**src/rtl/core/affine_sprite_texel_mapper_top_macros.svh**
```systemverilog
// assertion macros shared by the texel mapper modules
// each macro expects clk and arst_n in the scope where it is used
`ifndef AFFINE_SPRITE_TEXEL_MAPPER_TOP_MACROS_SVH
`define AFFINE_SPRITE_TEXEL_MAPPER_TOP_MACROS_SVH

`ifndef NO_ASSERTIONS

// same-cycle implication
`define ASTM_ASSERT_IMP(name, ante, cons) \
	name: assert property (@(posedge clk) disable iff (!arst_n) (ante) |-> (cons)) \
		else $error("astm: same-cycle check failed");

// next-cycle implication
`define ASTM_ASSERT_NXT(name, ante, cons) \
	name: assert property (@(posedge clk) disable iff (!arst_n) (ante) |=> (cons)) \
		else $error("astm: next-cycle check failed");

`else

`define ASTM_ASSERT_IMP(name, ante, cons)
`define ASTM_ASSERT_NXT(name, ante, cons)

`endif

`endif

```
**src/rtl/core/astm_pkg.sv**
```systemverilog
`timescale 1ns / 1ps

package astm_pkg;

	// payload field widths
	localparam int PIX_W     = 10;
	localparam int IDX_W     = 12;
	localparam int TEXEL_W   = 32;
	localparam int CFG_W     = 16;
	localparam int DIM_W     = 7;
	localparam int REG_IDX_W = 3;

	// defaults for the top-level parameters
	localparam int FB_WIDTH_DEF    = 1024;
	localparam int FB_HEIGHT_DEF   = 1024;
	localparam int MAX_TEXELS_DEF  = 4096;
	localparam int QUEUE_DEPTH_DEF = 4;

	// datapath widths
	localparam int DELTA_W       = 17;            // pixel*16 - origin
	localparam int PROD_W        = DELTA_W + CFG_W;   // delta * cos/sin
	localparam int ROT_W         = PROD_W + 1;    // rotated coordinate, Q.18
	localparam int SCALED_PROD_W = ROT_W + CFG_W + 1;
	localparam int SUM_W         = SCALED_PROD_W + 1;  // Q.26 texel coordinate
	localparam int QADDR_W       = 2 * DIM_W;     // row * width + column

	// bitmap centre is size/2 in Q.26, texel coordinate is the integer part
	localparam int CENTRE_SHIFT = 25;
	localparam int TEXEL_SHIFT  = 26;

	localparam logic [TEXEL_W-1:0] ALPHA_MASK = 32'h0000_00FF;

	// register indexes
	localparam logic [REG_IDX_W-1:0] REG_COS_ANGLE     = 3'd0;
	localparam logic [REG_IDX_W-1:0] REG_SIN_ANGLE     = 3'd1;
	localparam logic [REG_IDX_W-1:0] REG_ORIGIN_X      = 3'd2;
	localparam logic [REG_IDX_W-1:0] REG_ORIGIN_Y      = 3'd3;
	localparam logic [REG_IDX_W-1:0] REG_RECIP_SCALE_X = 3'd4;
	localparam logic [REG_IDX_W-1:0] REG_RECIP_SCALE_Y = 3'd5;
	localparam logic [REG_IDX_W-1:0] REG_BITMAP_WIDTH  = 3'd6;
	localparam logic [REG_IDX_W-1:0] REG_BITMAP_HEIGHT = 3'd7;

	typedef enum logic {
		OP_LOAD = 1'b0,
		OP_MAP  = 1'b1
	} op_t;

	typedef struct packed {
		op_t                operation;
		logic [PIX_W-1:0]   pixel_x;
		logic [PIX_W-1:0]   pixel_y;
		logic [IDX_W-1:0]   texel_index;
		logic [TEXEL_W-1:0] texel_value;
	} item_t;

	typedef struct packed {
		logic [PIX_W-1:0]   out_x;
		logic [PIX_W-1:0]   out_y;
		logic [TEXEL_W-1:0] colour;
	} result_t;

	typedef struct packed {
		logic signed [CFG_W-1:0] cos_angle;
		logic signed [CFG_W-1:0] sin_angle;
		logic signed [CFG_W-1:0] origin_x;
		logic signed [CFG_W-1:0] origin_y;
		logic [CFG_W-1:0]        recip_scale_x;
		logic [CFG_W-1:0]        recip_scale_y;
		logic [DIM_W-1:0]        bitmap_width;
		logic [DIM_W-1:0]        bitmap_height;
	} cfg_t;

	// one command for the texel store side
	typedef struct packed {
		logic               is_load;
		logic [QADDR_W-1:0] addr;
		logic [PIX_W-1:0]   px;
		logic [PIX_W-1:0]   py;
		logic [TEXEL_W-1:0] value;
	} qent_t;

endpackage

```
**src/rtl/core/astm_queue.sv**
```systemverilog
`timescale 1ns / 1ps
`include "affine_sprite_texel_mapper_top_macros.svh"

module astm_queue #(
	parameter int DEPTH = astm_pkg::QUEUE_DEPTH_DEF
) (
	input  logic            clk,
	input  logic            arst_n,
	input  logic            push,
	input  astm_pkg::qent_t push_data,
	output logic            full,
	input  logic            pop,
	output astm_pkg::qent_t pop_data,
	output logic            empty
);

	localparam int PTR_W = (DEPTH > 1) ? $clog2(DEPTH) : 1;
	localparam int CNT_W = $clog2(DEPTH + 1);
	localparam logic [PTR_W-1:0] LAST = PTR_W'(DEPTH - 1);

	astm_pkg::qent_t entries_q [DEPTH];
	logic [PTR_W-1:0] wr_ptr_q, rd_ptr_q;
	logic [CNT_W-1:0] count_q;

	assign full     = (count_q == CNT_W'(DEPTH));
	assign empty    = (count_q == '0);
	assign pop_data = entries_q[rd_ptr_q];

	always_ff @(posedge clk or negedge arst_n) begin
		if (!arst_n) begin
			wr_ptr_q <= '0;
			rd_ptr_q <= '0;
			count_q  <= '0;
		end else begin
			if (push) begin
				wr_ptr_q <= (wr_ptr_q == LAST) ? '0 : wr_ptr_q + 1'b1;
			end
			if (pop) begin
				rd_ptr_q <= (rd_ptr_q == LAST) ? '0 : rd_ptr_q + 1'b1;
			end
			unique case ({push, pop})
				2'b10:   count_q <= count_q + 1'b1;
				2'b01:   count_q <= count_q - 1'b1;
				default: count_q <= count_q;
			endcase
		end
	end

	always_ff @(posedge clk) begin
		if (push) begin
			entries_q[wr_ptr_q] <= push_data;
		end
	end

	`ASTM_ASSERT_IMP(a_no_push_full, push, !full)
	`ASTM_ASSERT_IMP(a_no_pop_empty, pop, !empty)
	`ASTM_ASSERT_NXT(a_count_steady, (push && pop), $stable(count_q))

endmodule

```
**config.mk**
```make
export PLATFORM = sky130hd
export DESIGN_NAME = astm_queue
export DESIGN_NICKNAME = d
export VERILOG_FILES = /design/src/rtl/core/astm_pkg.sv /design/src/rtl/core/astm_queue.sv
export VERILOG_INCLUDE_DIRS = /design/src /design/src/rtl/core
export SDC_FILE = /design/constraint.sdc
export NUM_CORES = 1
export LEC_CHECK = 0
export ABC_AREA = 1
export BUFFER_PORTS_ARGS = -buffer_cell sky130_fd_sc_hd__buf_4
export CORE_MARGIN = 10
export CORE_UTILIZATION = 50
export CTS_CLUSTER_SIZE = 28
export DETAILED_ROUTE_END_ITERATION = 8
export MAX_ROUTING_LAYER = met4
export PLACE_DENSITY = 0.7
export SYNTH_ARGS = -nofsm -noshare
export SYNTH_HDL_FRONTEND = slang
export SYNTH_SLANG_ARGS = --single-unit
export TNS_END_PERCENT = 30
```
**constraint.sdc**
```tcl
create_clock -name clk -period 3.42 [get_ports clk]
set_input_delay 1.026 -clock clk [delete_from_list [all_inputs] [get_ports clk]]
set_output_delay 1.026 -clock clk [all_outputs]
set_load 0.05 [all_outputs]
```
==> results_dict.tcl <==
set metrics [dict create \
    status "completed" \
    syn_area_um2 10990 \
    drt_wl_total_um 22090 \
    diodes 0 \
    grt_max_degree 74 \
    port_buffers 139 \
    ir_worst_vdd_v 0.0005983 \
    skew_ps 6.035 \
    rows 54 \
    wire_per_inst_um 17.38 \
    dieArea_um2 28310 \
    fillers 1702 \
    maxCapViolCount 0 \
    cts_inserted_buffers 28 \
    layout.nets 1052 \
    cts_tree "yes" \
    async_flop_share 0.02545 \
    worstPathRequired_ps 2390 \
    max_stage_delay_ps 570 \
    power.total_mw 12.71 \
    ys_top_cells_by_count "edfxtp_1 (268), nand2_1 (214), inv_1 (147)" \
    sw_frac_of_total 0.4074 \
    grt-ovfl-total 0 \
    routed_via_density 5.091 \
    synthCells 836 \
    crit_family "buffers and inverters" \
    seq_power_share 0.353 \
    route.vias.total 6471 \
    r2r_start "wr_ptr_q[0]$_DFFE_PN0P_" \
    internal-power_mw 7.529 \
    cts_sinks 275 \
    seq_area_um2 8224 \
    fin_tns_setup_ps 0 \
    fin_crit_sh 0.8978 \
    slew_headroom 0.6203 \
    synth_cell_types 19 \
    path_class "register to primary output" \
    remaining_drc_errors 0 \
    gp_congestion 0.7494 \
    insertion_delay_ps 530 \
    setup_slack_ps 349.5 \
    worst_path_most_repeated_cell "buf_4" \
    synth_seq_area_share 0.7481 \
    io_pins 140 \
    combPwrFrac 0.419 \
    multi_input_area_um2 1967 \
    drv_slew 0 \
    p_leak_nw 5.370 \
    power.density_nw_per_um2 960.0 \
    arrival_ps 2040 \
    worst_slew_pin_slew_ps 568.9 \
    worstPathMaxFanout 35 \
    clkPwrFrac 0.228 \
    drive_above_1_share 0.1958 \
    yosysMostFrequentCell "edfxtp_1" \
    core_area_um2 21760 \
    post-place-ws_ps 867.2 \
    grt_pass1_wl_um 34500 \
    setup-violations-final 0 \
    syn_to_final_growth_pct 20.40 \
    hold_class "primary input to asynchronous set/reset pin" \
    r2r_end "entries_q[2][41]$_DFFE_PP_" \
    crit_slowest_cell "dfrtp_2" \
    cp.buffers_inverters 2 \
    drtIter0Drc 392 \
    crit_chain "buf_4, o211ai_1, nand2_1, buf_4" \
    p_switching_mw 5.177 \
    cts_setup_buffers 0 \
    cts_root_buf "clkbuf_16" \
    grt.total_usage 0.1557 \
    grt_pass1_vias 6368 \
    ys.flop_type "edfxtp_1" \
    cts_hold_buf 0 \
    synth.avg_cell_area_um2 13.15 \
    rsz0062_at_grt "false" \
    ys.warnings.count 0 \
    cp-end-kind "primary output" \
    fmax_mhz 325.7 \
    cts.path.max_buffers 3 \
    yosysTopAreaCellShare 0.7322 \
    cts_resized 0 \
    fin_crit_ps 3071 \
    die_w_um 168.3 \
    antenna_found_initial 0 \
    start_kind "register" \
    synth_area_leaders "edfxtp_1 (73%), o211ai_1 (9.2%), nand2_1 (7.3%), inv_1 (5.0%), dfrtp_1 (1.6%)" \
    dieHeight_um 168.3 \
    dpl.hpwl_um 13850 \
    rr_worst_depth 5 \
    synth_top_area_cell "edfxtp_1" \
    htreeDepth 1 \
    ys_seq_elements 275 \
    ant_nets 0 \
    reg2reg_setup_slack_ps 1510 \
    drtPass1Iterations 5 \
    hold_viol_final 0 \
    cts.clk_slew.worst_paths_ps 60 \
    start_util 0.5052 \
    syn-num-nets 914 \
    synth_edf_count 268 \
]
==> power groups by stage <==
| stage | combinational [mW] | sequential, mW | clock (mW) |
|---|---|---|---|
| 2_1_floorplan | 3.78 | 4.52 | 0 |
| 3_3_place_gp | 5.35 | 4.54 | 0 |
| 3_5_place_dp | 5.40 | 4.56 | 0 |
| 4_1_cts | 5.42 | 4.49 | 2.95 |
| 5_1_grt | 5.72 | 4.53 | 3.11 |
| 6_report | 5.32 | 4.49 | 2.90 |
==> cell usage in the layout, fill, tap and decap left out <==
cell	instances
clkbuf_1	6
dfrtp_1	6
clkinv_1	7
inv_1	143
ha_1	6
nor2_1	2
nand2_1	214
buf_12	8
inv_2	1
nand4_1	1
nor3_1	2
dfrtp_2	1
buf_4	145
edfxtp_1	268
o211ai_1	134
clkinv_2	6
clkbuf_16	29
nand3_1	1
xnor2_1	1
o21ai_1	1
fa_1	1
o21ai_0	4
clkinv_4	1
bufinv_16	3
==> worst reg2reg max path, delay by kind of cell, from the launching register on <==
family                   cells  cell delay (ps)
adder cells (fa/ha/maj)      1              210
buffers and inverters        3              960
flip-flops                   1              390
AND/OR/NAND/NOR              1               70
==> final cells by class <==
class | count | area share
clock inverters | 12 | 0.009549
repair buffers | 153 | 0.09436
well taps | 280 | 0.02647
multi-input cells | 367 | 0.1486
flip-flops and latches | 275 | 0.6214
inverters | 149 | 0.04302
clock buffers | 35 | 0.05654
==> sequential cells by signal (all words and copies together) (netlist names) <==
| name | cells |
|---|---|
| count_q | 3 |
| entries_q | 268 |
| rd_ptr_q | 2 |
| wr_ptr_q | 2 |
==> through the flow <==
stage,instances,util,hold WS (ps),instance area [µm²]
final,1271,0.6083,305.9,13230
after global routing,1271,0.6083,291.6,13230
after CTS,1271,0.6083,288.4,13230
after detailed placement,1224,0.5681,496.5,12360
after global placement,1224,0.5681,494.4,12360
after floorplan,836,-,463.1,10990
==> worst max-delay path by stage <==
stage,start,to,slack (ps),cells after the start
after floorplan,push,entries_q[1][0]$_DFFE_PP_,360,3
after global placement,rd_ptr_q[0]$_DFFE_PN0P_,pop_data[5],880,5
after CTS,rd_ptr_q[1]$_DFFE_PN0P_,pop_data[18],310,4
after global routing,rd_ptr_q[0]$_DFFE_PN0P_,pop_data[22],200,5
after detailed placement,rd_ptr_q[1]$_DFFE_PN0P_,pop_data[18],870,4
final,rd_ptr_q[1]$_DFFE_PN0P_,pop_data[18],350,4
==> cell families after synthesis <==
| logic type | share of synthesized area |
|---|---|
| DFF | 0.7481 |
| and+or+nand+nor | 0.07570 |
| buffers and inverters | 0.07297 |
| AOI/OAI and AO/OA | 0.09380 |
| adders and majority gates | 0.008651 |
| xor gates and xnor gates | 0.0007970 |
==> layer usage <==
layer | vias to the layer above | part of all wire | global-route usage | wire (µm)
met5 | - | 0 | - | 0
met4 | 0 | 0.022 | 0.03936 | 475
met3 | 39 | 0.055 | 0.02887 | 1211
met2 | 187 | 0.49 | 0.2555 | 10780
met1 | 3058 | 0.44 | 0.1965 | 9622
li1 | 3187 | - | - | -
Note: power is estimated with default switching activity, not from simulation.
